File: config.mk
export PLATFORM = sky130hd
export DESIGN_NAME = velocity_command_slew_limiter
export DESIGN_NICKNAME = d
export VERILOG_FILES = /design/src/sv/vcsl_pkg.sv /design/src/sv/vcsl_step_bound.sv /design/src/sv/vcsl_planar.sv /design/src/sv/velocity_command_slew_limiter.sv
export SDC_FILE = /design/constraint.sdc
export NUM_CORES = 2
export LEC_CHECK = 0
export ABC_AREA = 1
export ABC_CLOCK_PERIOD_IN_PS = 9150
export BUFFER_PORTS_ARGS = -buffer_cell sky130_fd_sc_hd__buf_2
export CAP_MARGIN = 20
export CORE_ASPECT_RATIO = 1.1
export CORE_MARGIN = 2
export CORE_UTILIZATION = 40
export CTS_BUF_LIST = sky130_fd_sc_hd__clkbuf_2 sky130_fd_sc_hd__clkbuf_4 sky130_fd_sc_hd__clkbuf_8
export CTS_CLUSTER_SIZE = 14
export DETAILED_ROUTE_END_ITERATION = 16
export GPL_TIMING_DRIVEN = 0
export PLACE_DENSITY = 0.63
export SYNTH_ARGS = -nofsm -noshare
export SYNTH_HDL_FRONTEND = slang
export SYNTH_SLANG_ARGS = --single-unit
export TNS_END_PERCENT = 50
File: constraint.sdc
create_clock -name aclk -period 9.15 [get_ports aclk]
set_input_delay 0.4575 -clock aclk [delete_from_list [all_inputs] [get_ports aclk]]
set_output_delay 0.4575 -clock aclk [all_outputs]
set_load 0.02 [all_outputs]
File: src/sv/vcsl_pkg.sv
// shared widths, step counts, register indexes and the planar control bundle
// for the velocity command slew limiter; no dependencies
`timescale 1ns / 1ps
`default_nettype none

package vcsl_pkg;

    localparam int VEL_W       = 24;               // Q8.16 velocity
    localparam int TIME_W      = 48;               // Q32.16 seconds
    localparam int FRAC_W      = 16;               // fraction bits of time
    localparam int STEP_W      = 26;               // saturated step bound
    localparam int DELTA_W     = VEL_W + 1;        // target minus ramp
    localparam int BOUND_STEPS = DELTA_W;          // serial multiply / square bits
    localparam int ROOT_STEPS  = STEP_W;           // root digits, one pair per cycle
    localparam int DIV_STEPS   = VEL_W;            // quotient bits
    localparam int CNT_W       = $clog2(ROOT_STEPS + 1);
    localparam int CFG_IDX_W   = 4;

    localparam logic [CFG_IDX_W-1:0] CFG_LIN_ACCEL = CFG_IDX_W'(0);
    localparam logic [CFG_IDX_W-1:0] CFG_ANG_ACCEL = CFG_IDX_W'(1);

    // sequencing strobes for the planar limiter datapath
    typedef struct packed {
        logic load;
        logic sq_step;
        logic root_load;
        logic root_step;
        logic div_load;
        logic div_step;
    } plan_ctrl_t;

endpackage

`default_nettype wire

File: src/sv/vcsl_step_bound.sv
// bit-serial step bound: floor(limit * dt / 2^16), saturated to STEP_W bits
// depends on vcsl_pkg
`timescale 1ns / 1ps
`default_nettype none

module vcsl_step_bound (
    input  logic                          aclk,
    input  logic                          load,
    input  logic                          step,
    input  logic [vcsl_pkg::VEL_W-1:0]    limit,
    input  logic [vcsl_pkg::TIME_W-1:0]   dt,
    output logic [vcsl_pkg::STEP_W-1:0]   bound
);

    localparam int ACC_W = vcsl_pkg::STEP_W + vcsl_pkg::FRAC_W;

    logic [vcsl_pkg::BOUND_STEPS-1:0] lim_sh_reg, lim_sh_next;
    logic [ACC_W-1:0]                 acc_reg, acc_next;
    logic                             sat_reg, sat_next;
    logic [ACC_W+1:0]                 sum;
    logic                             msb;
    logic                             dt_big;

    // limit bits enter msb first, accumulator doubles each beat
    always_comb begin
        msb         = lim_sh_reg[vcsl_pkg::BOUND_STEPS-1];
        dt_big      = |dt[vcsl_pkg::TIME_W-1:ACC_W];
        sum         = {1'b0, acc_reg, 1'b0}
                    + (msb ? (ACC_W+2)'(dt[ACC_W-1:0]) : '0);
        lim_sh_next = lim_sh_reg;
        acc_next    = acc_reg;
        sat_next    = sat_reg;
        if (load) begin
            lim_sh_next = vcsl_pkg::BOUND_STEPS'(limit);
            acc_next    = '0;
            sat_next    = 1'b0;
        end else if (step) begin
            lim_sh_next = {lim_sh_reg[vcsl_pkg::BOUND_STEPS-2:0], 1'b0};
            acc_next    = sum[ACC_W-1:0];
            // partial products only grow, so overflow is sticky
            sat_next    = sat_reg | (msb & dt_big) | (|sum[ACC_W+1:ACC_W]);
        end
    end

    always_ff @(posedge aclk) begin
        lim_sh_reg <= lim_sh_next;
        acc_reg    <= acc_next;
        sat_reg    <= sat_next;
    end

    assign bound = sat_reg ? {vcsl_pkg::STEP_W{1'b1}}
                           : acc_reg[ACC_W-1:vcsl_pkg::FRAC_W];

endmodule

`default_nettype wire

File: src/sv/vcsl_planar.sv
// planar limiter datapath: serial squares, digit-pair square root, serial
// scaling products and restoring divides; sequenced by the top level, uses vcsl_pkg
`timescale 1ns / 1ps
`default_nettype none

module vcsl_planar (
    input  logic                                aclk,
    input  vcsl_pkg::plan_ctrl_t                ctrl,
    input  logic signed [vcsl_pkg::DELTA_W-1:0] dx,
    input  logic signed [vcsl_pkg::DELTA_W-1:0] dy,
    input  logic [vcsl_pkg::STEP_W-1:0]         bound,
    output logic                                limited,
    output logic signed [vcsl_pkg::DELTA_W-1:0] step_x,
    output logic signed [vcsl_pkg::DELTA_W-1:0] step_y
);

    localparam int MAG_W  = vcsl_pkg::DELTA_W;
    localparam int SQ_W   = 2 * vcsl_pkg::VEL_W + 1;
    localparam int RAD_W  = 2 * vcsl_pkg::ROOT_STEPS;
    localparam int ROOT_W = vcsl_pkg::ROOT_STEPS;
    localparam int REM_W  = ROOT_W + 1;
    localparam int PROD_W = MAG_W + vcsl_pkg::STEP_W;
    localparam int DIVR_W = ROOT_W + vcsl_pkg::DIV_STEPS;
    localparam int Q_W    = vcsl_pkg::DIV_STEPS;

    logic [MAG_W-1:0]  mag_x_reg, mag_y_reg, mag_x_next, mag_y_next;
    logic              neg_x_reg, neg_y_reg, neg_x_next, neg_y_next;
    logic [MAG_W-1:0]  sh_x_reg, sh_y_reg, sh_x_next, sh_y_next;
    logic [SQ_W-1:0]   sq_x_reg, sq_y_reg, sq_x_next, sq_y_next;
    logic [RAD_W-1:0]  rad_reg, rad_next;
    logic [REM_W-1:0]  rem_reg, rem_next;
    logic [ROOT_W-1:0] root_reg, root_next;
    logic [vcsl_pkg::STEP_W-1:0] dsh_reg, dsh_next;
    logic [PROD_W-1:0] prod_x_reg, prod_y_reg, prod_x_next, prod_y_next;
    logic [DIVR_W-1:0] div_x_reg, div_y_reg, div_x_next, div_y_next;

    logic [REM_W+1:0]  cur, trial, cur_sub;
    logic              root_ge;
    logic [ROOT_W:0]   rx2, ry2, rx_sub, ry_sub, den;
    logic              gx, gy;
    logic [MAG_W-1:0]  qx, qy;

    always_comb begin
        // root digit pair
        cur     = {rem_reg, rad_reg[RAD_W-1 -: 2]};
        trial   = {1'b0, root_reg, 2'b01};
        root_ge = cur >= trial;
        cur_sub = cur - trial;
        // restoring divide by the root
        den     = {1'b0, root_reg};
        rx2     = {div_x_reg[DIVR_W-1 -: ROOT_W], div_x_reg[Q_W-1]};
        ry2     = {div_y_reg[DIVR_W-1 -: ROOT_W], div_y_reg[Q_W-1]};
        gx      = rx2 >= den;
        gy      = ry2 >= den;
        rx_sub  = rx2 - den;
        ry_sub  = ry2 - den;

        mag_x_next  = mag_x_reg;
        mag_y_next  = mag_y_reg;
        neg_x_next  = neg_x_reg;
        neg_y_next  = neg_y_reg;
        sh_x_next   = sh_x_reg;
        sh_y_next   = sh_y_reg;
        sq_x_next   = sq_x_reg;
        sq_y_next   = sq_y_reg;
        rad_next    = rad_reg;
        rem_next    = rem_reg;
        root_next   = root_reg;
        dsh_next    = dsh_reg;
        prod_x_next = prod_x_reg;
        prod_y_next = prod_y_reg;
        div_x_next  = div_x_reg;
        div_y_next  = div_y_reg;

        if (ctrl.load) begin
            neg_x_next = dx[MAG_W-1];
            neg_y_next = dy[MAG_W-1];
            mag_x_next = dx[MAG_W-1] ? MAG_W'(-dx) : MAG_W'(dx);
            mag_y_next = dy[MAG_W-1] ? MAG_W'(-dy) : MAG_W'(dy);
            sh_x_next  = dx[MAG_W-1] ? MAG_W'(-dx) : MAG_W'(dx);
            sh_y_next  = dy[MAG_W-1] ? MAG_W'(-dy) : MAG_W'(dy);
            sq_x_next  = '0;
            sq_y_next  = '0;
        end
        if (ctrl.sq_step) begin
            sh_x_next = {sh_x_reg[MAG_W-2:0], 1'b0};
            sh_y_next = {sh_y_reg[MAG_W-2:0], 1'b0};
            sq_x_next = {sq_x_reg[SQ_W-2:0], 1'b0}
                      + (sh_x_reg[MAG_W-1] ? SQ_W'(mag_x_reg) : '0);
            sq_y_next = {sq_y_reg[SQ_W-2:0], 1'b0}
                      + (sh_y_reg[MAG_W-1] ? SQ_W'(mag_y_reg) : '0);
        end
        if (ctrl.root_load) begin
            rad_next    = RAD_W'({1'b0, sq_x_reg} + {1'b0, sq_y_reg});
            rem_next    = '0;
            root_next   = '0;
            dsh_next    = bound;
            prod_x_next = '0;
            prod_y_next = '0;
        end
        if (ctrl.root_step) begin
            rad_next    = {rad_reg[RAD_W-3:0], 2'b00};
            rem_next    = root_ge ? cur_sub[REM_W-1:0] : cur[REM_W-1:0];
            root_next   = {root_reg[ROOT_W-2:0], root_ge};
            dsh_next    = {dsh_reg[vcsl_pkg::STEP_W-2:0], 1'b0};
            prod_x_next = {prod_x_reg[PROD_W-2:0], 1'b0}
                        + (dsh_reg[vcsl_pkg::STEP_W-1] ? PROD_W'(mag_x_reg) : '0);
            prod_y_next = {prod_y_reg[PROD_W-2:0], 1'b0}
                        + (dsh_reg[vcsl_pkg::STEP_W-1] ? PROD_W'(mag_y_reg) : '0);
        end
        // quotient fits Q_W bits, so the top product bit is always clear
        if (ctrl.div_load) begin
            div_x_next = prod_x_reg[DIVR_W-1:0];
            div_y_next = prod_y_reg[DIVR_W-1:0];
        end
        if (ctrl.div_step) begin
            div_x_next = {(gx ? rx_sub[ROOT_W-1:0] : rx2[ROOT_W-1:0]),
                          div_x_reg[Q_W-2:0], gx};
            div_y_next = {(gy ? ry_sub[ROOT_W-1:0] : ry2[ROOT_W-1:0]),
                          div_y_reg[Q_W-2:0], gy};
        end
    end

    always_ff @(posedge aclk) begin
        mag_x_reg  <= mag_x_next;
        mag_y_reg  <= mag_y_next;
        neg_x_reg  <= neg_x_next;
        neg_y_reg  <= neg_y_next;
        sh_x_reg   <= sh_x_next;
        sh_y_reg   <= sh_y_next;
        sq_x_reg   <= sq_x_next;
        sq_y_reg   <= sq_y_next;
        rad_reg    <= rad_next;
        rem_reg    <= rem_next;
        root_reg   <= root_next;
        dsh_reg    <= dsh_next;
        prod_x_reg <= prod_x_next;
        prod_y_reg <= prod_y_next;
        div_x_reg  <= div_x_next;
        div_y_reg  <= div_y_next;
    end

    // root == bound scales by one, same as passing the target through
    assign limited = root_reg > bound;
    assign qx      = MAG_W'(div_x_reg[Q_W-1:0]);
    assign qy      = MAG_W'(div_y_reg[Q_W-1:0]);
    assign step_x  = neg_x_reg ? -qx : qx;
    assign step_y  = neg_y_reg ? -qy : qy;

endmodule

`default_nettype wire

File: src/sv/velocity_command_slew_limiter.sv
// velocity command slew limiter, top level: handshakes, sequencer, yaw clamp
// depends on vcsl_pkg, vcsl_step_bound, vcsl_planar
`timescale 1ns / 1ps
`default_nettype none

// Takes one velocity command beat (vx, vy, height, yaw rate, Q8.16) with a
// Q32.16 timestamp and returns one ramped command beat. The first beat after
// reset, or a beat whose time is earlier than the previous one, loads the
// targets directly; a beat with the same time repeats the held ramp. Otherwise
// the (vx, vy) change is shortened to max_linear_accel * dt along its own
// direction, the yaw-rate change is clamped to +-max_angular_accel * dt and
// height follows the target; a limit of zero lets that part follow the target.
// One beat is in flight at a time. A ramped beat runs three bit-serial
// phases: the step-bound multiply with delta squaring, the square root (one
// digit pair per cycle) alongside the scaling products, and restoring
// division (one quotient bit per cycle). A zero linear limit skips the root
// and division, and an uncut planar change skips the division; a seeding or
// held beat goes straight to the result. A finished result waits in the
// output register, and the next command beat is accepted while it waits.
// Limits are written through the cfg port (index 0 linear, 1 angular, others
// ignored) and must only change while the block is idle.

module velocity_command_slew_limiter (
    input  logic                                 aclk,
    input  logic                                 aresetn,
    // limit register writes
    input  logic                                 cfg_valid,
    output logic                                 cfg_ready,
    input  logic [vcsl_pkg::CFG_IDX_W-1:0]       cfg_index,
    input  logic [vcsl_pkg::VEL_W-1:0]           cfg_data,
    // command beats
    input  logic                                 s_valid,
    output logic                                 s_ready,
    input  logic signed [vcsl_pkg::VEL_W-1:0]    s_cmd_vx,
    input  logic signed [vcsl_pkg::VEL_W-1:0]    s_cmd_vy,
    input  logic signed [vcsl_pkg::VEL_W-1:0]    s_cmd_height,
    input  logic signed [vcsl_pkg::VEL_W-1:0]    s_cmd_yaw_rate,
    input  logic [vcsl_pkg::TIME_W-1:0]          s_now_time,
    // ramped beats
    output logic                                 m_valid,
    input  logic                                 m_ready,
    output logic signed [vcsl_pkg::VEL_W-1:0]    m_out_vx,
    output logic signed [vcsl_pkg::VEL_W-1:0]    m_out_vy,
    output logic signed [vcsl_pkg::VEL_W-1:0]    m_out_height,
    output logic signed [vcsl_pkg::VEL_W-1:0]    m_out_yaw_rate
);

    localparam int VW = vcsl_pkg::VEL_W;
    localparam int DW = vcsl_pkg::DELTA_W;
    localparam int SW = vcsl_pkg::STEP_W;
    localparam int CW = vcsl_pkg::CNT_W;

    typedef enum logic [2:0] {
        ST_IDLE,
        ST_BOUND,
        ST_ROOT,
        ST_DIV,
        ST_DONE
    } state_t;

    typedef enum logic [1:0] {
        MODE_SEED,
        MODE_HOLD,
        MODE_RAMP
    } mode_t;

    // control state
    state_t                        state_reg, state_next;
    mode_t                         mode_reg, mode_next;
    logic [CW-1:0]                 cnt_reg, cnt_next;
    logic                          m_valid_reg, m_valid_next;
    logic                          started_reg, started_next;
    logic [vcsl_pkg::TIME_W-1:0]   last_time_reg, last_time_next;
    logic [VW-1:0]                 lin_lim_reg, lin_lim_next;
    logic [VW-1:0]                 ang_lim_reg, ang_lim_next;
    logic signed [VW-1:0]          ramp_vx_reg, ramp_vx_next;
    logic signed [VW-1:0]          ramp_vy_reg, ramp_vy_next;
    logic signed [VW-1:0]          ramp_h_reg, ramp_h_next;
    logic signed [VW-1:0]          ramp_w_reg, ramp_w_next;

    // captured beat
    logic signed [VW-1:0]          tx_reg, ty_reg, th_reg, tw_reg;
    logic [vcsl_pkg::TIME_W-1:0]   dt_reg;

    logic                          accept, cfg_wr, done_fire;
    logic                          lin_on, ang_on;
    logic [vcsl_pkg::TIME_W:0]     tdiff;
    logic signed [DW-1:0]          dx_in, dy_in;
    logic [SW-1:0]                 lin_bound, ang_bound;
    logic                          plan_limited;
    logic signed [DW-1:0]          plan_sx, plan_sy;
    logic signed [DW-1:0]          sum_x, sum_y;
    logic signed [SW:0]            dw_ext, bnd_pos, bnd_neg, dw_cl, yaw_sum;
    logic signed [VW-1:0]          ramp_x_new, ramp_y_new, ramp_w_new;
    logic                          bound_step;
    vcsl_pkg::plan_ctrl_t          plan_ctrl;

    assign cfg_ready = 1'b1;
    assign s_ready   = (state_reg == ST_IDLE);
    assign accept    = s_valid && s_ready;
    assign cfg_wr    = cfg_valid && cfg_ready;
    assign done_fire = (state_reg == ST_DONE) && (!m_valid_reg || m_ready);
    assign lin_on    = (lin_lim_reg != '0);
    assign ang_on    = (ang_lim_reg != '0);

    // borrow out flags time running backwards
    assign tdiff = {1'b0, s_now_time} - {1'b0, last_time_reg};

    // deltas against the current ramp, taken as the beat is accepted
    assign dx_in = {s_cmd_vx[VW-1], s_cmd_vx} - {ramp_vx_reg[VW-1], ramp_vx_reg};
    assign dy_in = {s_cmd_vy[VW-1], s_cmd_vy} - {ramp_vy_reg[VW-1], ramp_vy_reg};

    // sequencer strobes
    assign bound_step          = (state_reg == ST_BOUND);
    assign plan_ctrl.load      = accept;
    assign plan_ctrl.sq_step   = (state_reg == ST_BOUND);
    assign plan_ctrl.root_load = (state_reg == ST_ROOT) && (cnt_reg == '0);
    assign plan_ctrl.root_step = (state_reg == ST_ROOT) && (cnt_reg != '0);
    assign plan_ctrl.div_load  = (state_reg == ST_DIV) && (cnt_reg == '0) && plan_limited;
    assign plan_ctrl.div_step  = (state_reg == ST_DIV) && (cnt_reg != '0);

    vcsl_step_bound u_lin_bound (
        .aclk  (aclk),
        .load  (accept),
        .step  (bound_step),
        .limit (lin_lim_reg),
        .dt    (dt_reg),
        .bound (lin_bound)
    );

    vcsl_step_bound u_ang_bound (
        .aclk  (aclk),
        .load  (accept),
        .step  (bound_step),
        .limit (ang_lim_reg),
        .dt    (dt_reg),
        .bound (ang_bound)
    );

    vcsl_planar u_planar (
        .aclk    (aclk),
        .ctrl    (plan_ctrl),
        .dx      (dx_in),
        .dy      (dy_in),
        .bound   (lin_bound),
        .limited (plan_limited),
        .step_x  (plan_sx),
        .step_y  (plan_sy)
    );

    // new ramp values for a timed beat
    always_comb begin
        sum_x   = {ramp_vx_reg[VW-1], ramp_vx_reg} + plan_sx;
        sum_y   = {ramp_vy_reg[VW-1], ramp_vy_reg} + plan_sy;
        dw_ext  = (SW+1)'({tw_reg[VW-1], tw_reg} - {ramp_w_reg[VW-1], ramp_w_reg});
        dw_ext  = {{(SW+1-DW){dw_ext[DW-1]}}, dw_ext[DW-1:0]};
        bnd_pos = {1'b0, ang_bound};
        bnd_neg = -bnd_pos;
        if (dw_ext > bnd_pos) begin
            dw_cl = bnd_pos;
        end else if (dw_ext < bnd_neg) begin
            dw_cl = bnd_neg;
        end else begin
            dw_cl = dw_ext;
        end
        yaw_sum    = {{(SW+1-VW){ramp_w_reg[VW-1]}}, ramp_w_reg} + dw_cl;
        ramp_x_new = (lin_on && plan_limited) ? sum_x[VW-1:0] : tx_reg;
        ramp_y_new = (lin_on && plan_limited) ? sum_y[VW-1:0] : ty_reg;
        ramp_w_new = ang_on ? yaw_sum[VW-1:0] : tw_reg;
    end

    always_comb begin
        state_next     = state_reg;
        mode_next      = mode_reg;
        cnt_next       = cnt_reg;
        m_valid_next   = m_valid_reg;
        started_next   = started_reg;
        last_time_next = last_time_reg;
        lin_lim_next   = lin_lim_reg;
        ang_lim_next   = ang_lim_reg;
        ramp_vx_next   = ramp_vx_reg;
        ramp_vy_next   = ramp_vy_reg;
        ramp_h_next    = ramp_h_reg;
        ramp_w_next    = ramp_w_reg;

        if (cfg_wr && cfg_index == vcsl_pkg::CFG_LIN_ACCEL) begin
            lin_lim_next = cfg_data;
        end
        if (cfg_wr && cfg_index == vcsl_pkg::CFG_ANG_ACCEL) begin
            ang_lim_next = cfg_data;
        end

        if (m_valid_reg && m_ready) begin
            m_valid_next = 1'b0;
        end

        case (state_reg)
            ST_IDLE: begin
                if (accept) begin
                    cnt_next       = '0;
                    started_next   = 1'b1;
                    last_time_next = s_now_time;
                    if (!started_reg || tdiff[vcsl_pkg::TIME_W]) begin
                        mode_next  = MODE_SEED;
                        state_next = ST_DONE;
                    end else if (tdiff[vcsl_pkg::TIME_W-1:0] == '0) begin
                        mode_next  = MODE_HOLD;
                        state_next = ST_DONE;
                    end else begin
                        mode_next  = MODE_RAMP;
                        state_next = ST_BOUND;
                    end
                end
            end
            ST_BOUND: begin
                if (cnt_reg == CW'(vcsl_pkg::BOUND_STEPS - 1)) begin
                    cnt_next   = '0;
                    state_next = lin_on ? ST_ROOT : ST_DONE;
                end else begin
                    cnt_next = cnt_reg + 1'b1;
                end
            end
            ST_ROOT: begin
                // a load step, then one digit pair per cycle
                if (cnt_reg == CW'(vcsl_pkg::ROOT_STEPS)) begin
                    cnt_next   = '0;
                    state_next = ST_DIV;
                end else begin
                    cnt_next = cnt_reg + 1'b1;
                end
            end
            ST_DIV: begin
                if (cnt_reg == '0 && !plan_limited) begin
                    state_next = ST_DONE;
                end else if (cnt_reg == CW'(vcsl_pkg::DIV_STEPS)) begin
                    cnt_next   = '0;
                    state_next = ST_DONE;
                end else begin
                    cnt_next = cnt_reg + 1'b1;
                end
            end
            ST_DONE: begin
                // ramp registers double as the output register
                if (done_fire) begin
                    m_valid_next = 1'b1;
                    state_next   = ST_IDLE;
                    case (mode_reg)
                        MODE_SEED: begin
                            ramp_vx_next = tx_reg;
                            ramp_vy_next = ty_reg;
                            ramp_h_next  = th_reg;
                            ramp_w_next  = tw_reg;
                        end
                        MODE_RAMP: begin
                            ramp_vx_next = ramp_x_new;
                            ramp_vy_next = ramp_y_new;
                            ramp_h_next  = th_reg;
                            ramp_w_next  = ramp_w_new;
                        end
                        default: begin
                            // no time passed: repeat the held ramp
                        end
                    endcase
                end
            end
            default: begin
                state_next = ST_IDLE;
            end
        endcase
    end

    always_ff @(posedge aclk) begin
        if (!aresetn) begin
            state_reg     <= ST_IDLE;
            mode_reg      <= MODE_SEED;
            cnt_reg       <= '0;
            m_valid_reg   <= 1'b0;
            started_reg   <= 1'b0;
            last_time_reg <= '0;
            lin_lim_reg   <= '0;
            ang_lim_reg   <= '0;
            ramp_vx_reg   <= '0;
            ramp_vy_reg   <= '0;
            ramp_h_reg    <= '0;
            ramp_w_reg    <= '0;
        end else begin
            state_reg     <= state_next;
            mode_reg      <= mode_next;
            cnt_reg       <= cnt_next;
            m_valid_reg   <= m_valid_next;
            started_reg   <= started_next;
            last_time_reg <= last_time_next;
            lin_lim_reg   <= lin_lim_next;
            ang_lim_reg   <= ang_lim_next;
            ramp_vx_reg   <= ramp_vx_next;
            ramp_vy_reg   <= ramp_vy_next;
            ramp_h_reg    <= ramp_h_next;
            ramp_w_reg    <= ramp_w_next;
        end
    end

    // captured beat, no reset needed
    always_ff @(posedge aclk) begin
        if (accept) begin
            tx_reg <= s_cmd_vx;
            ty_reg <= s_cmd_vy;
            th_reg <= s_cmd_height;
            tw_reg <= s_cmd_yaw_rate;
            dt_reg <= tdiff[vcsl_pkg::TIME_W-1:0];
        end
    end

    assign m_valid        = m_valid_reg;
    assign m_out_vx       = ramp_vx_reg;
    assign m_out_vy       = ramp_vy_reg;
    assign m_out_height   = ramp_h_reg;
    assign m_out_yaw_rate = ramp_w_reg;

    // one beat in flight: acceptance closes the input side
    a_busy_after_accept: assert property (@(posedge aclk) disable iff (!aresetn)
        (s_valid && s_ready) |=> !s_ready)
        else $error("command accepted while a beat is still in flight");

    // divide phase only runs for a cut planar change
    a_div_only_limited: assert property (@(posedge aclk) disable iff (!aresetn)
        (state_reg == ST_DIV && cnt_reg != '0) |-> (plan_limited && lin_on))
        else $error("divide running without an active planar limit");

    // every beat moves the time reference
    a_time_tracks: assert property (@(posedge aclk) disable iff (!aresetn)
        (s_valid && s_ready) |=> (last_time_reg == $past(s_now_time)))
        else $error("time reference not taken from accepted beat");

    // a finished ramp waits while the output register is still full
    a_done_waits: assert property (@(posedge aclk) disable iff (!aresetn)
        (state_reg == ST_DONE && m_valid_reg && !m_ready) |=>
        (state_reg == ST_DONE && $stable(ramp_vx_reg) && $stable(ramp_w_reg)))
        else $error("ramp updated over an untaken result");

endmodule

`default_nettype wire

==> implementation parameters <==
Parameter                              Value

Status
  Status    finished, final reports clean

CTS
  Clock tree from TritonCTS    built
  Depth of the CTS H-tree    4
  Number of buffers created by CTS    around 180
  Clock Path Buffers    3
  Register clock-pin slew on the reported worst setup and hold paths    around 60 ps
  Worst-Skew Late Latency    approximately 940 ps
  Total of hold buffers inserted after clock tree synthesis    between 150 and 200
  Num Clock Sinks    just over 1000
  Post-cts repair resize count    0
  Post-CTS setup buffers    0
  Clock tree root buffer cell    sky130_fd_sc_hd__clkbuf_8

Yosys
  Cells after Synth    around 9500
  Post-synthesis instance area    a little over 70000 µm²
  Number of synthesized flops with an enable pin    roughly 720
  Biggest area contributors in the synthesized netlist    sky130_fd_sc_hd__edfxtp_1, sky130_fd_sc_hd__nand2_1, sky130_fd_sc_hd__ha_1
  Compound-Gate Fraction of Synth Area    roughly 18%
  Fraction of the mapped netlist area in simple logic gates    19.5%
  Net count after synthesis    10200
  Area share of the leading cell type in the synthesized netlist    just under 30%
  Adder-Cell Fraction of Synth Area    between 10% and 20%
  Dominant combinational cell family by area after synthesis    simple AND/OR/NAND/NOR gates
  Top flip-flop cell by instance count after synthesis    sky130_fd_sc_hd__edfxtp_1
  Mux contribution to synthesized area    0%
  FF+latch count, synth    slightly above 1000
  Xor/xnor share of the synthesized area    between 5 and 6%
  Count of warnings emitted by yosys    0
  Post-Syn Area per Cell    between 7 and 8 µm²
  Post-synth top area cell    sky130_fd_sc_hd__edfxtp_1
  Count of distinct cell types in the synthesized netlist    78
  Share of synthesized flip-flops with an asynchronous set or reset    0%
  Share of the yosys chip area belonging to registers    38.0%

Min path
  Path category of the worst min-delay check    in2reg

Final layout
  Nets@finish    roughly 11000
  Cell area after layout    82600 µm²
  Area of combinational cells with multiple inputs    38900 µm²
  Fillers    18100
  Final core utilization    a little under half
  Number of standard cells in the layout, taps in and fillers out    approximately 13000
  Leading cell type in the layout, fill and taps excluded    sky130_fd_sc_hd__nand2_1
  Max FFs per register    52
  Fraction of final layout cells sized beyond drive strength 1    a little over 7%
  Most frequent cells in the layout    sky130_fd_sc_hd__nand2_1, sky130_fd_sc_hd__inv_1, sky130_fd_sc_hd__a21oi_1
  Synth-to-layout area growth    14.1%
  Combined flip-flop and latch cell area    27500 µm²

Drt
  Post-DR wirelength/cell    just under 20 µm
  Number of DRC markers in iteration 0    roughly 5100
  Total via count in the routed design    about 68000
  DRT Pass-1 Iters    8
  Number of vias per cell after detailed routing    5.35
  Total Routed Length    245 mm
  Final ANT Viol Nets    0
  DRC    0

Setup path
  WP data required    around 10000 ps
  Critical path's slowest cell    sky130_fd_sc_hd__clkbuf_1
  Count of buffering cells on the critical path with inverters included    5
  Critical Path Start Type    register
  Slowest Stage Delay on Critical Path    roughly 440 ps
  Worst Setup End Kind    register
  Critical path class    reg2reg
  Data arrival time of the critical path    8840 ps
  Crit-path leading delay family    compound AO/OA/AOI/OAI gates
  Crit path top cell by count    sky130_fd_sc_hd__a21oi_1
  Maximum fanout encountered on the critical timing path    10

STA
  Final number of setup-violating endpoints    0
  Crit share post-route    around 90%
  Final critical delay including setup and external delays    ~8000 ps
  Worst-Margin Slew    1250 ps
  Normalized max-slew margin    ~16%
  Setup clock skew after layout    ~73 ps
  Setup repair after global routing missed its margin    no
  Hold violation count in the final report    0
  Maximum operating frequency    ~120 MHz
  Max-slew violations    0
  Hold Slack    between 100 and 150 ps

GRT
  Combined global-route utilization of all metal layers    roughly a quarter
  Global-route wire length before repair    373 mm
  Maximum number of pins on one net before global-route repair    about 140
  Overflow left after global routing    0
  Number of global-route vias before repair    66300
  Number of antenna violations at the first check in global routing    3

Die
  Horiz. Die Dim    410 µm
  Initial standard-cell utilization of the core    between 40% and 50%
  Number of top-level pins    about 280
  Placeable Area    between 150000 and 200000 µm²
  Die area    roughly 180000 µm²
  Number of core rows    163
  Vert. Die Dim    between 400 and 500 µm

Placed design
  Post-placement cell area    between 70000 and 80000 µm²
  DPL Wire Length    between 150 and 200 mm
  Placed instance count    roughly 12000
  IO buf count    between 200 and 300
  Global placer's final weighted congestion    0.980

Pwr
  Worst ir drop on vdd    approximately 0.24 mV
  Pwr Total    between 0.02 and 0.03 W
  Reported leakage power    between 30 and 40 nW
  Cell Pwr Density    ~350 nW/µm²

Flow run
  Maximum Capacitance Violations    0
==> Yosys cell counts, types with 10 or more instances <==
library cell	n
sky130_fd_sc_hd__a211oi_1	17
sky130_fd_sc_hd__a21boi_0	12
sky130_fd_sc_hd__a21o_1	32
sky130_fd_sc_hd__a21oi_1	1019
sky130_fd_sc_hd__a221oi_1	13
sky130_fd_sc_hd__a22o_1	18
sky130_fd_sc_hd__a31oi_1	102
sky130_fd_sc_hd__and3_1	13
sky130_fd_sc_hd__buf_1	15
sky130_fd_sc_hd__buf_2	16
sky130_fd_sc_hd__clkbuf_1	204
sky130_fd_sc_hd__dfxtp_1	297
sky130_fd_sc_hd__edfxtp_1	718
sky130_fd_sc_hd__fa_1	16
sky130_fd_sc_hd__ha_1	584
sky130_fd_sc_hd__inv_1	1344
sky130_fd_sc_hd__inv_2	12
sky130_fd_sc_hd__nand2_1	1962
sky130_fd_sc_hd__nand2_2	10
sky130_fd_sc_hd__nand3_1	234
sky130_fd_sc_hd__nand4_1	99
sky130_fd_sc_hd__nor2_1	801
sky130_fd_sc_hd__nor2_2	11
sky130_fd_sc_hd__nor3_1	151
sky130_fd_sc_hd__nor3b_1	15
sky130_fd_sc_hd__nor4_1	56
sky130_fd_sc_hd__o211ai_1	86
sky130_fd_sc_hd__o21a_1	83
sky130_fd_sc_hd__o21ai_0	839
sky130_fd_sc_hd__o21ai_1	42
sky130_fd_sc_hd__o21bai_1	40
sky130_fd_sc_hd__o221ai_1	26
sky130_fd_sc_hd__o31ai_1	15
sky130_fd_sc_hd__or2_2	17
sky130_fd_sc_hd__xnor2_1	142
sky130_fd_sc_hd__xor2_1	280
==> routing by layer <==
metal  wire length [µm]  track usage (%)  vias up
li1                   -                -    33400
met1             104000             32.2    31800
met2             118000             44.6     1915
met3              11900             3.15      503
met4              10900             11.1        0
met5                  0                0        -
==> report_power, final <==
| group | leakage (nW) | internal [W] | switching (W) |
|---|---|---|---|
| sequential | 9.28 | 0.00688 | 0.00108 |
| clock | 1.96 | 0.00240 | 0.00207 |
| combinational | 25.7 | 0.00529 | 0.0109 |
| total | 37.0 | 0.0146 | 0.0141 |
==> worst min-delay path, stage by stage <==
cell	delay (ps)
sky130_fd_sc_hd__clkbuf_1	180
sky130_fd_sc_hd__clkbuf_1	230
sky130_fd_sc_hd__o21ai_0	110
sky130_fd_sc_hd__a21oi_1	40
==> kinds of logic (layout without fill, tap and decap cells) <==
| kind of cell | after synthesis | in the layout |
|---|---|---|
| AOI/OAI and AO/OA | 2404 | 2404 |
| xor gates and xnor gates | 424 | 424 |
| adders and majority gates | 600 | 600 |
| buffers and inverters | 1606 | 2399 |
| DFF | 1015 | 1015 |
| other | 1 | 2 |
| and+or+nand+nor | 3414 | 3414 |
==> worst paths after layout <==
check             depth (start not counted)  slack (ps)            endpoint              start
hold reg to reg                           2         450   last_time_reg[32]  last_time_reg[32]
setup reg to reg                         37        1100  m_out_yaw_rate[22]  m_out_yaw_rate[2]
setup / recovery                         37        1100  m_out_yaw_rate[22]  m_out_yaw_rate[2]
hold / removal                            4         130    last_time_reg[6]            aresetn
==> metrics by stage <==
| stage | setup WS [ps] | TNS, ps |
|---|---|---|
| detailed placement | 1270 | 0 |
| floorplan | 1590 | 0 |
| CTS | 1260 | 0 |
| global route | 522 | 0 |
| finish | 1100 | 0 |
| global placement | -3440 | -792560 |
==> cell type report <==
type | instances | share of cell area (%)
Sequential cell | 1015 | 33.3
Antenna cell | 1 | 0.00303
Timing Repair Buffer | 462 | 4.18
Tap cell | 2392 | 3.62
Clock inverter | 75 | 0.637
Buffer | 246 | 1.21
Clock buffer | 256 | 3.84
Multi-Input combinational cell | 6843 | 47.0
Inverter | 1360 | 6.20
No activity file was read; power rests on OpenSTA's default activity.
